**src/rtl/hfd_pkg.sv**
```systemverilog
// shared types, constants and the crc-8 function of the frame decoder
package hfd_pkg;

   // crc-8, polynomial x^8+x^5+x^4+1, initial value zero
   localparam logic [7:0] CRC_POLY_LOW = 8'h31;
   localparam logic [7:0] CRC_INIT = 8'h00;

   // status bits 1..0 of the reading are cleared before scaling
   localparam logic [15:0] STATUS_MASK = 16'hFFFC;
   localparam logic [15:0] MISMATCH_READING = 16'hFFFF;

   // fixed-point scale factors in hundredths (reading * factor / 2^16) and offsets in hundredths
   localparam int SCALE_W = 15;
   localparam logic [SCALE_W-1:0] TEMP_FACTOR = 15'd17572;
   localparam logic [SCALE_W-1:0] HUM_FACTOR = 15'd12500;
   localparam logic signed [SCALE_W-1:0] TEMP_OFFSET = -15'sd4685;
   localparam logic signed [SCALE_W-1:0] HUM_OFFSET = -15'sd600;
   localparam int PRODUCT_W = 16 + SCALE_W;

   // quantity codes
   localparam logic QTY_TEMP = 1'b0;
   localparam logic QTY_HUM = 1'b1;

   // depth of the queue between front and back
   localparam int QUEUE_DEPTH = 2;
   localparam int QUEUE_PTR_W = $clog2(QUEUE_DEPTH);
   localparam int QUEUE_CNT_W = $clog2(QUEUE_DEPTH + 1);

   // place of the next byte within a frame
   typedef enum logic [1:0] {
      POS_HIGH  = 2'd0,
      POS_LOW   = 2'd1,
      POS_CHECK = 2'd2
   } hfd_pos_type;

   // a checked frame handed from front to back
   typedef struct packed {
      logic [15:0] raw_reading;
      logic [7:0]  computed_crc;
      logic        crc_ok;
      logic        quantity;
   } hfd_frame_type;

   // queue occupancy seen by the neighbours
   typedef struct packed {
      logic full;
      logic empty;
   } hfd_queue_status_type;

   // one byte through the crc, msb first
   function automatic logic [7:0] crc8_byte(input logic [7:0] crc, input logic [7:0] b);
      logic [7:0] c;
      c = crc ^ b;
      for (int k = 0; k < 8; k++) begin
         if (c[7]) begin
            c = {c[6:0], 1'b0} ^ CRC_POLY_LOW;
         end else begin
            c = {c[6:0], 1'b0};
         end
      end
      return c;
   endfunction

endpackage

```
**src/rtl/hfd_front.sv**
```systemverilog
// front end: collects reply bytes, runs the crc and forms checked frames
module hfd_front
   import hfd_pkg::*;
(
   input  logic          clock,
   input  logic          reset,
   input  logic          byte_valid,
   input  logic [7:0]    data_byte,
   input  logic          frame_start,
   input  logic          quantity,
   output logic          frame_push,
   output hfd_frame_type frame_data
);

   hfd_pos_type pos_ff, pos_in, pos_eff;
   logic [7:0]  crc_ff, crc_in;
   logic [15:0] reading_ff, reading_in;
   logic        qty_ff, qty_in, qty_eff;
   logic        ok;

   // a frame start always restarts at the high byte
   assign pos_eff = frame_start ? POS_HIGH : pos_ff;
   assign qty_eff = frame_start ? quantity : qty_ff;
   assign ok = (crc_ff == data_byte);

   // next position
   always_comb begin
      pos_in = pos_ff;
      if (byte_valid) begin
         unique case (pos_eff)
            POS_LOW:   pos_in = POS_CHECK;
            POS_CHECK: pos_in = POS_HIGH;
            default:   pos_in = POS_LOW;
         endcase
      end
   end

   // datapath updates and frame output
   always_comb begin
      crc_in = crc_ff;
      reading_in = reading_ff;
      qty_in = byte_valid ? qty_eff : qty_ff;
      frame_push = 1'b0;
      frame_data.raw_reading = ok ? reading_ff : MISMATCH_READING;
      frame_data.computed_crc = crc_ff;
      frame_data.crc_ok = ok;
      frame_data.quantity = qty_eff;
      if (byte_valid) begin
         unique case (pos_eff)
            POS_LOW: begin
               reading_in = {reading_ff[15:8], data_byte};
               crc_in = crc8_byte(crc_ff, data_byte);
            end
            POS_CHECK: begin
               frame_push = 1'b1;
            end
            default: begin
               reading_in = {data_byte, 8'h00};
               crc_in = crc8_byte(CRC_INIT, data_byte);
            end
         endcase
      end
   end

   // state registers
   always_ff @(posedge clock) begin
      if (reset) begin
         pos_ff <= POS_HIGH;
         crc_ff <= CRC_INIT;
         reading_ff <= '0;
         qty_ff <= QTY_TEMP;
      end else begin
         pos_ff <= pos_in;
         crc_ff <= crc_in;
         reading_ff <= reading_in;
         qty_ff <= qty_in;
      end
   end

endmodule

```
**src/rtl/hfd_queue.sv**
```systemverilog
// short frame queue between front and back
module hfd_queue
   import hfd_pkg::*;
(
   input  logic                 clock,
   input  logic                 reset,
   input  logic                 push,
   input  hfd_frame_type        wr_data,
   input  logic                 pop,
   output hfd_frame_type        rd_data,
   output hfd_queue_status_type status
);

   hfd_frame_type            entry_ff [QUEUE_DEPTH];
   logic [QUEUE_PTR_W-1:0]   wr_ptr_ff, wr_ptr_in;
   logic [QUEUE_PTR_W-1:0]   rd_ptr_ff, rd_ptr_in;
   logic [QUEUE_CNT_W-1:0]   count_ff, count_in;
   logic                     do_push, do_pop;

   assign status.full = (count_ff == QUEUE_CNT_W'(QUEUE_DEPTH));
   assign status.empty = (count_ff == '0);
   assign do_push = push && !status.full;
   assign do_pop = pop && !status.empty;
   assign rd_data = entry_ff[rd_ptr_ff];

   // pointer and count updates
   always_comb begin
      wr_ptr_in = wr_ptr_ff;
      rd_ptr_in = rd_ptr_ff;
      count_in = count_ff;
      if (do_push) begin
         wr_ptr_in = (wr_ptr_ff == QUEUE_PTR_W'(QUEUE_DEPTH - 1)) ? '0 : wr_ptr_ff + 1'b1;
      end
      if (do_pop) begin
         rd_ptr_in = (rd_ptr_ff == QUEUE_PTR_W'(QUEUE_DEPTH - 1)) ? '0 : rd_ptr_ff + 1'b1;
      end
      if (do_push && !do_pop) begin
         count_in = count_ff + 1'b1;
      end else if (do_pop && !do_push) begin
         count_in = count_ff - 1'b1;
      end
   end

   // control registers
   always_ff @(posedge clock) begin
      if (reset) begin
         wr_ptr_ff <= '0;
         rd_ptr_ff <= '0;
         count_ff <= '0;
      end else begin
         wr_ptr_ff <= wr_ptr_in;
         rd_ptr_ff <= rd_ptr_in;
         count_ff <= count_in;
      end
   end

   // entry storage
   always_ff @(posedge clock) begin
      if (do_push) begin
         entry_ff[wr_ptr_ff] <= wr_data;
      end
   end

endmodule

```
**src/rtl/hfd_back.sv**
```systemverilog
// back end: scales a checked frame and holds the result for transfer
module hfd_back
   import hfd_pkg::*;
(
   input  logic                        clock,
   input  logic                        reset,
   input  hfd_queue_status_type        q_status,
   input  hfd_frame_type               q_data,
   output logic                        q_pop,
   output logic                        rsp_empty,
   input  logic                        rsp_pop,
   output logic signed [SCALE_W-1:0]   rsp_scaled_value,
   output logic [15:0]                 rsp_raw_reading,
   output logic                        rsp_crc_ok,
   output logic [7:0]                  rsp_computed_crc,
   output logic                        rsp_quantity_out
);

   logic                 valid_ff, valid_in;
   hfd_frame_type        frame_ff;
   logic [SCALE_W-1:0]   scaled_hi_ff;
   logic [15:0]          masked;
   logic [SCALE_W-1:0]   factor;
   logic [PRODUCT_W-1:0] product;
   logic signed [SCALE_W-1:0] offset;
   logic [SCALE_W:0]     sum;

   // take a frame whenever the output register is free or leaving
   assign q_pop = !q_status.empty && (!valid_ff || rsp_pop);

   always_comb begin
      valid_in = valid_ff;
      if (q_pop) begin
         valid_in = 1'b1;
      end else if (rsp_pop) begin
         valid_in = 1'b0;
      end
   end

   // constant multiply, upper bits kept (floor of product / 2^16)
   assign masked = q_data.raw_reading & STATUS_MASK;
   assign factor = (q_data.quantity == QTY_HUM) ? HUM_FACTOR : TEMP_FACTOR;
   assign product = PRODUCT_W'(masked) * PRODUCT_W'(factor);

   always_ff @(posedge clock) begin
      if (reset) begin
         valid_ff <= 1'b0;
      end else begin
         valid_ff <= valid_in;
      end
   end

   // result payload
   always_ff @(posedge clock) begin
      if (q_pop) begin
         frame_ff <= q_data;
         scaled_hi_ff <= product[PRODUCT_W-1:16];
      end
   end

   // offset added after the register
   assign offset = (frame_ff.quantity == QTY_HUM) ? HUM_OFFSET : TEMP_OFFSET;
   assign sum = {offset[SCALE_W-1], offset} + {1'b0, scaled_hi_ff};

   assign rsp_empty = !valid_ff;
   assign rsp_scaled_value = sum[SCALE_W-1:0];
   assign rsp_raw_reading = frame_ff.raw_reading;
   assign rsp_crc_ok = frame_ff.crc_ok;
   assign rsp_computed_crc = frame_ff.computed_crc;
   assign rsp_quantity_out = frame_ff.quantity;

endmodule

```
**src/rtl/humidity_temp_frame_decoder_top.sv**
```systemverilog
// top level of the humidity and temperature reply frame decoder
// Takes one reply byte per cycle (high reading byte, low byte, check byte) and
// gives one result per frame on its check byte: the crc-8 check, the reading
// (or 0xFFFF on a mismatch) and the value scaled to hundredths of a degree C
// or of percent RH. A byte is taken every cycle while full is low; full rises
// only when both entries of the two-entry frame queue between the crc front end and the
// scaling back end are occupied, which happens when results are not popped.
// A result passes from its check byte transfer through the frame queue and then
// the output register that follows the constant multiply.
module humidity_temp_frame_decoder_top
   import hfd_pkg::*;
(
   input  logic                       clock,
   input  logic                       reset,
   input  logic                       req_push,
   output logic                       req_full,
   input  logic [7:0]                 req_data_byte,
   input  logic                       req_frame_start,
   input  logic                       req_quantity,
   output logic                       rsp_empty,
   input  logic                       rsp_pop,
   output logic signed [SCALE_W-1:0]  rsp_scaled_value,
   output logic [15:0]                rsp_raw_reading,
   output logic                       rsp_crc_ok,
   output logic [7:0]                 rsp_computed_crc,
   output logic                       rsp_quantity_out
);

   logic                 byte_accept;
   logic                 frame_push;
   hfd_frame_type        frame_data;
   hfd_frame_type        q_data;
   hfd_queue_status_type q_status;
   logic                 q_pop;

   // bytes are held off while the frame queue has no room
   assign req_full = q_status.full;
   assign byte_accept = req_push && !req_full;

   hfd_front u_front (
      .clock       (clock),
      .reset       (reset),
      .byte_valid  (byte_accept),
      .data_byte   (req_data_byte),
      .frame_start (req_frame_start),
      .quantity    (req_quantity),
      .frame_push  (frame_push),
      .frame_data  (frame_data)
   );

   hfd_queue u_queue (
      .clock   (clock),
      .reset   (reset),
      .push    (frame_push),
      .wr_data (frame_data),
      .pop     (q_pop),
      .rd_data (q_data),
      .status  (q_status)
   );

   hfd_back u_back (
      .clock            (clock),
      .reset            (reset),
      .q_status         (q_status),
      .q_data           (q_data),
      .q_pop            (q_pop),
      .rsp_empty        (rsp_empty),
      .rsp_pop          (rsp_pop),
      .rsp_scaled_value (rsp_scaled_value),
      .rsp_raw_reading  (rsp_raw_reading),
      .rsp_crc_ok       (rsp_crc_ok),
      .rsp_computed_crc (rsp_computed_crc),
      .rsp_quantity_out (rsp_quantity_out)
   );

   // a frame is never pushed into a full queue
   a_no_queue_overflow: assert property (@(posedge clock) disable iff (reset)
      !(frame_push && q_status.full))
      else $error("frame pushed into full queue");

   // a failed check always carries the mismatch reading
   a_mismatch_reading: assert property (@(posedge clock) disable iff (reset)
      (!rsp_empty && !rsp_crc_ok) |-> (rsp_raw_reading == MISMATCH_READING))
      else $error("mismatch result without substitute reading");

   // scaled value stays at or above the offset of its quantity
   a_scaled_floor: assert property (@(posedge clock) disable iff (reset)
      !rsp_empty |-> (rsp_quantity_out == QTY_HUM ? rsp_scaled_value >= HUM_OFFSET
                                                  : rsp_scaled_value >= TEMP_OFFSET))
      else $error("scaled value below offset");

   // the back end only takes a frame that is there
   a_pop_nonempty: assert property (@(posedge clock) disable iff (reset)
      q_pop |-> !q_status.empty)
      else $error("queue popped while empty");

endmodule

```
**config.mk**
```make
export PLATFORM = sky130hd
export DESIGN_NAME = humidity_temp_frame_decoder_top
export DESIGN_NICKNAME = d
export VERILOG_FILES = /design/src/rtl/hfd_pkg.sv /design/src/rtl/hfd_front.sv /design/src/rtl/hfd_queue.sv /design/src/rtl/hfd_back.sv /design/src/rtl/humidity_temp_frame_decoder_top.sv
export SDC_FILE = /design/constraint.sdc
export NUM_CORES = 1
export LEC_CHECK = 0
export BUFFER_PORTS_ARGS = -buffer_cell sky130_fd_sc_hd__buf_2
export CAP_MARGIN = 25
export CORE_MARGIN = 10
export CORE_UTILIZATION = 45
export DETAILED_ROUTE_END_ITERATION = 16
export GPL_ROUTABILITY_DRIVEN = 0
export SLEW_MARGIN = 20
export SYNTH_ARGS = -nofsm -noshare
export SYNTH_HDL_FRONTEND = slang
export SYNTH_SLANG_ARGS = --single-unit
```
**constraint.sdc**
```tcl
create_clock -name clock -period 5.5 [get_ports clock]
set_input_delay 0.275 -clock clock [delete_from_list [all_inputs] [get_ports clock]]
set_output_delay 0.275 -clock clock [all_outputs]
set_load 0.01 [all_outputs]
```
-- Yosys cells after proc, flatten, opt, wreduce, memory -nomap -nowiden
Memories as Yosys holds them, arrays and structs flattened. A register that Yosys moved wholly into a read port is not among the register bits.
Cells that the tools add are included.
W data, S select, Z words.
- bits of input ports: 14
- memories kept: 1
- output and inout bits: 43
- flip-flop bits (word level): 73
- bits in read-only memories: 0
- bits in latches: 0
- RAM bits: 52
- memories (name ; depth ; bits a word ; rd ports ; clocked after Yosys merged registers in ; write ports ; line ; RTL):
    u_queue.entry_ff ; 2 ; 26 ; 1 ; 1 ; 1 ; hfd_queue.sv:14 ; hfd_frame_type entry_ff [QUEUE_DEPTH];
- bitwise operators: 19
- reductions and logical operators: 18
- equal/unequal tests: 4
- div/mod/pow operators: 0
- add/subtract/negate cells: 5
- shift-type cells: 0
- $mul: 1
- multiplexer cells: 64
- $lt $le $gt $ge: 0
- operator list (kind ; number):
    $mux W8 ; 28
    $mux W6 ; 16
    $not A3 Y3 ; 16
    $pmux W16 S2 ; 1
    $mul A14 B15 Y29 ; 1
    $mux W16 ; 1
    $pmux W8 S2 ; 1
    $add A15 B15 Y15 ; 1
    $mux W15 ; 1
    $mux W13 ; 1
    $mux W1 ; 11
    $eq A8 B8 Y1 ; 1
    $xor A8 B8 Y8 ; 1
    $logic_and A1 B1 Y1 ; 6
    $mux W2 ; 3
    $logic_not A1 Y1 ; 5
    $eq A2 B2 Y1 const B ; 2
    $pmux W2 S2 ; 1
    $reduce_bool A2 Y1 ; 2
    $reduce_and A3 Y1 ; 1
    $add A1 B1 Y1 const B ; 2
    $add A2 B1 Y2 const B ; 1
    $eq A2 B1 Y1 const B ; 1
    $logic_not A2 Y1 ; 1
    5 further kinds ; 6

-- Depth between registers and ports, before layout
- depth after elaboration: 32
- mapped depth: 25

-- Cells and area by module
Synthesis repeated with hierarchy kept, for this count alone.
- cells, all modules: 880
- area total of the unflattened synthesis: 9840.7 um^2
- by module, submodules not included (module ; cells each ; instances ; area an instance (um^2) ; sequential area each (um^2)):
    hfd_back ; 569 ; 1 ; 5975.7 ; 1251.2
    hfd_queue ; 106 ; 1 ; 2092.0 ; 1661.6
    hfd_front ; 204 ; 1 ; 1759.2 ; 540.5
    humidity_temp_frame_decoder_top ; 1 ; 1 ; 13.8 ; 0.0

-- Worst setup path before layout
No wires, ideal clock.
- path type: flip-flop to flip-flop
- from: reg (tool-made name)
- to: reg u_back.scaled_hi_ff[9], data pin
- cell stages (with the launch flop): 23
- setup time: 259 ps
- arrival time: 5602 ps
- period minus slack after synthesis: 5861 ps
- slack: -361 ps
- required time: 5241 ps
- cell sequence: dfxtp_1 -> buf_6 -> mux2i_4 -> clkinv_1 -> clkbuf_1 -> o21ai_0 -> ha_1 -> ha_1 -> inv_1 -> fa_1 -> inv_1 -> fa_1 -> fa_1 -> inv_1 -> fa_1 -> inv_1 -> ha_1 -> a21oi_1 -> o221ai_1 -> a2111oi_0 -> o21ai_1 -> o211ai_1 -> xnor2_1
- RTL lines (element ; line ; RTL):
    end signal: assignment ; hfd_back.sv:57 ; scaled_hi_ff <= product[PRODUCT_W-1:16];
    end: declaration ; hfd_back.sv:21 ; logic [SCALE_W-1:0] scaled_hi_ff;

==> run_results.csv <==
group,metric,value,unit
status,status,"finished, final reports clean",
clock_network,cts.sinks,126,
clock_network,htree_levels,4,
worst_hold_path,holdCritPathClass,"in -> reg",
clock_network,clk_latency,420,ps
final_layout,num_antenna_cells,0,
timing,min_period,5430,ps
logic_synthesis,synth_top_family_by_area,"adder cells",
clock_network,cts_tree,"built",
routing,dr.pass1.iters,4,
global_routing,grt_pass1_vias,6842,
timing,worstMarginPinSlew,893,ps
logic_synthesis,avgSynthCellArea,10.9,um^2
global_routing,grt_remaining_overflow,0,
routing,ant_nets,0,
worst_setup_path,reg2reg_slack,70,ps
worst_setup_path,path_class,"reg -> reg",
worst_hold_path,hold-path-cell-count,3,
clock_network,clockBufferDepth,2,
timing,fin_worst_skew,8.87,ps
clock_network,numCtsBuffers,17,
worst_setup_path,cp-end-kind,"flop",
floorplan,start_util,46.0,%
logic_synthesis,synth_area_leaders,"edfxtp_1 (29%), ha_1 (16%), fa_1 (13%)",
routing,viasPerCell,4.99,
logic_synthesis,async_flop_share,0,%
logic_synthesis,synth_common_cells,"inv_1 (136), ha_1 (127), edfxtp_1 (93), fa_1 (65), nand2_1 (65)",
floorplan,rows,53,
timing,hold_viol_final,0,
global_routing,track_usage,14.4,%
global_routing,antenna_found_initial,0,
logic_synthesis,yosys.area_share.adder,29.8,%
timing,final.period_utilization,98.7,%
flow_run,drv_cap,0,
routing,drt_iter0_drc,215,
global_routing,grt_max_degree,43,
worst_setup_path,r2r-end,"u_back.scaled_hi_ff[8]",
worst_setup_path,cp.arrival,5600,ps
floorplan,dieArea,27800,um^2
logic_synthesis,synthXorXnorAreaFrac,7.01,%
final_layout,multi_input_area,6240,um^2
clock_network,cts.clk_slew.worst_paths,70,ps
logic_synthesis,synth_seq_cells,126,
timing,slew_headroom,40.4,%
logic_synthesis,synth_area,9700,um^2
logic_synthesis,yosys.area_share.simple,9.71,%
final_layout,seqCellArea,3460,um^2
timing,max_freq,184,MHz
routing,drc,0,
final_layout,final_nets,1257,
logic_synthesis,synth_edf_count,93,
routing,num_vias,6675,
floorplan,ios,57,
timing,setup_viol,0,
logic_synthesis,synth_top_cell_by_area,"edfxtp_1",
timing,grt_setup_unrepaired,"yes",
logic_synthesis,synth_top_area_share,28.8,%
worst_setup_path,reg2reg_depth,19,
floorplan,coreArea,21100,um^2
logic_synthesis,synth_compound_area_share,7.82,%
timing,finalMaxSlewViolations,0,
clock_network,hold_buffers,0,
logic_synthesis,synth_most_common_cell,"inv_1",
worst_setup_path,cp.required,5670,ps
clock_network,root_buffer,"clkbuf_16",
final_layout,layout-drive-gt1-share,30.3,%
worst_setup_path,cp_max_fo,8,
global_routing,grt_pass1_wl,33300,um
routing,post_drt_wl_per_cell,15.3,um
logic_synthesis,synth_cell_types,66,
final_layout,area_delta_synth_final,26.9,%
logic_synthesis,syn-instance-count,892,
place,dp_hpwl,15700,um
logic_synthesis,ys.flop_type,"edfxtp_1",
logic_synthesis,yosys_warnings,0,
worst_setup_path,critPathLaunchType,"flop",
place,dpl_worst_slack,-120,ps
routing,wirelength,20600,um
place,port_buffers,56,
worst_setup_path,endpoint,"u_back.scaled_hi_ff[8]",
timing,setup_slack,71.9,ps
logic_synthesis,yosysSeqAreaShare,35.6,%
floorplan,die_width,167,um
final_layout,fillers,1780,
logic_synthesis,synth.area.mux_share,3.47,%
floorplan,die_h,167,um
[worst max-delay path, cell delays in order (launching register included)]
cell and delay [ps]:
dfxtp_4 370, mux2i_4 210, buf_12 150, buf_4 160
nor2_2 200, buf_4 160, ha_1 130, inv_1 50
fa_1 510, inv_1 80, fa_2 480, fa_1 560
fa_1 460, ha_4 270, ha_4 310, nand3_4 80
or4_4 540, o21ai_4 180, a41oi_2 120, xnor2_1 150
[state kept, by name, indices dropped and copies added, names as in the netlist, 2 cells and up, named ones only]
name / count
u_back.rsp_computed_crc: 8
u_back.rsp_raw_reading: 16
u_back.scaled_hi_ff: 15
u_front.crc_ff: 8
u_front.pos_ff: 2
u_front.reading_ff: 16
u_queue.count_ff: 2
u_queue.entry_ff: 52
[per-stage QoR]
step	instances	hold WS, ps	cell area [um^2]	util (%)	setup TNS [ps]
floorplan	901	420	9900	-	0
global placement	1289	438	11000	52.3	-57.0
detailed placement	1289	442	11000	52.3	-507
CTS	1324	124	11700	55.6	0
global route	1339	155	12300	58.4	-176
finish	1339	134	12300	58.4	0
[worst min-delay path by stage]
| stage | start | to | slack (ps) |
|---|---|---|---|
| global placement | u_front.reading_ff[3] | u_front.reading_ff[3] | 440 |
| detailed placement | u_front.reading_ff[7] | u_front.reading_ff[7] | 440 |
| global route | rsp_pop | u_back.valid_ff | 160 |
| floorplan | u_front.crc_ff[3] | u_queue.entry_ff[0][5] | 420 |
| finish | rsp_pop | u_back.valid_ff | 130 |
| CTS | rsp_pop | u_back.valid_ff | 120 |
[routing by layer]
metal | track usage [%] | share of wire, % | vias up
li1 | - | - | 3337
met1 | 17.5 | 44 | 3197
met3 | 2.38 | 2.8 | 42
met4 | 5.84 | 3.0 | 0
met5 | 0 | 0 | -
met2 | 24.9 | 51 | 99
[repair_timing]
item / CTS / global route
resized for setup: 16 / 94
gates cloned: 0 / 1
endpoints found under the hold margin: 0 / 0
buffers inserted: 3 / 14
endpoints found under the setup margin: 8 / 12
pin swaps: 9 / 48
[layout by cell type (no fill, tap or decap), types with 17 or more instances in the layout]
| cell | netlist | layout |
|---|---|---|
| clkbuf_16 | 0 | 18 |
| nand2_1 | 65 | 56 |
| ha_4 | 0 | 19 |
| dfxtp_1 | 33 | 32 |
| xnor2_1 | 38 | 38 |
| inv_1 | 136 | 117 |
| fa_1 | 65 | 60 |
| nor2_1 | 47 | 42 |
| inv_2 | 0 | 19 |
| buf_4 | 0 | 91 |
| xor2_1 | 24 | 24 |
| a21oi_1 | 49 | 40 |
| edfxtp_1 | 93 | 93 |
| or3_1 | 17 | 17 |
| buf_2 | 6 | 56 |
| ha_1 | 127 | 105 |
[logic make-up after synthesis]
group,after synthesis
adders and majority gates,192
buffers and inverters,164
other,2
AOI/OAI and AO/OA,118
xor gates and xnor gates,68
muxes,29
and+or+nand+nor,193
DFF,126
[cell type report]
class | count | area share (%)
Tap cell | 275 | 2.80
Clock inverter | 15 | 1.38
Clock buffer | 17 | 3.46
Inverter | 137 | 4.22
Multi-Input combinational cell | 611 | 50.7
Sequential cell | 126 | 28.1
Timing Repair Buffer | 158 | 9.32
Power is not shown: default switching activity piles up to over one toggle a cycle in this logic, so the estimate is an artifact.
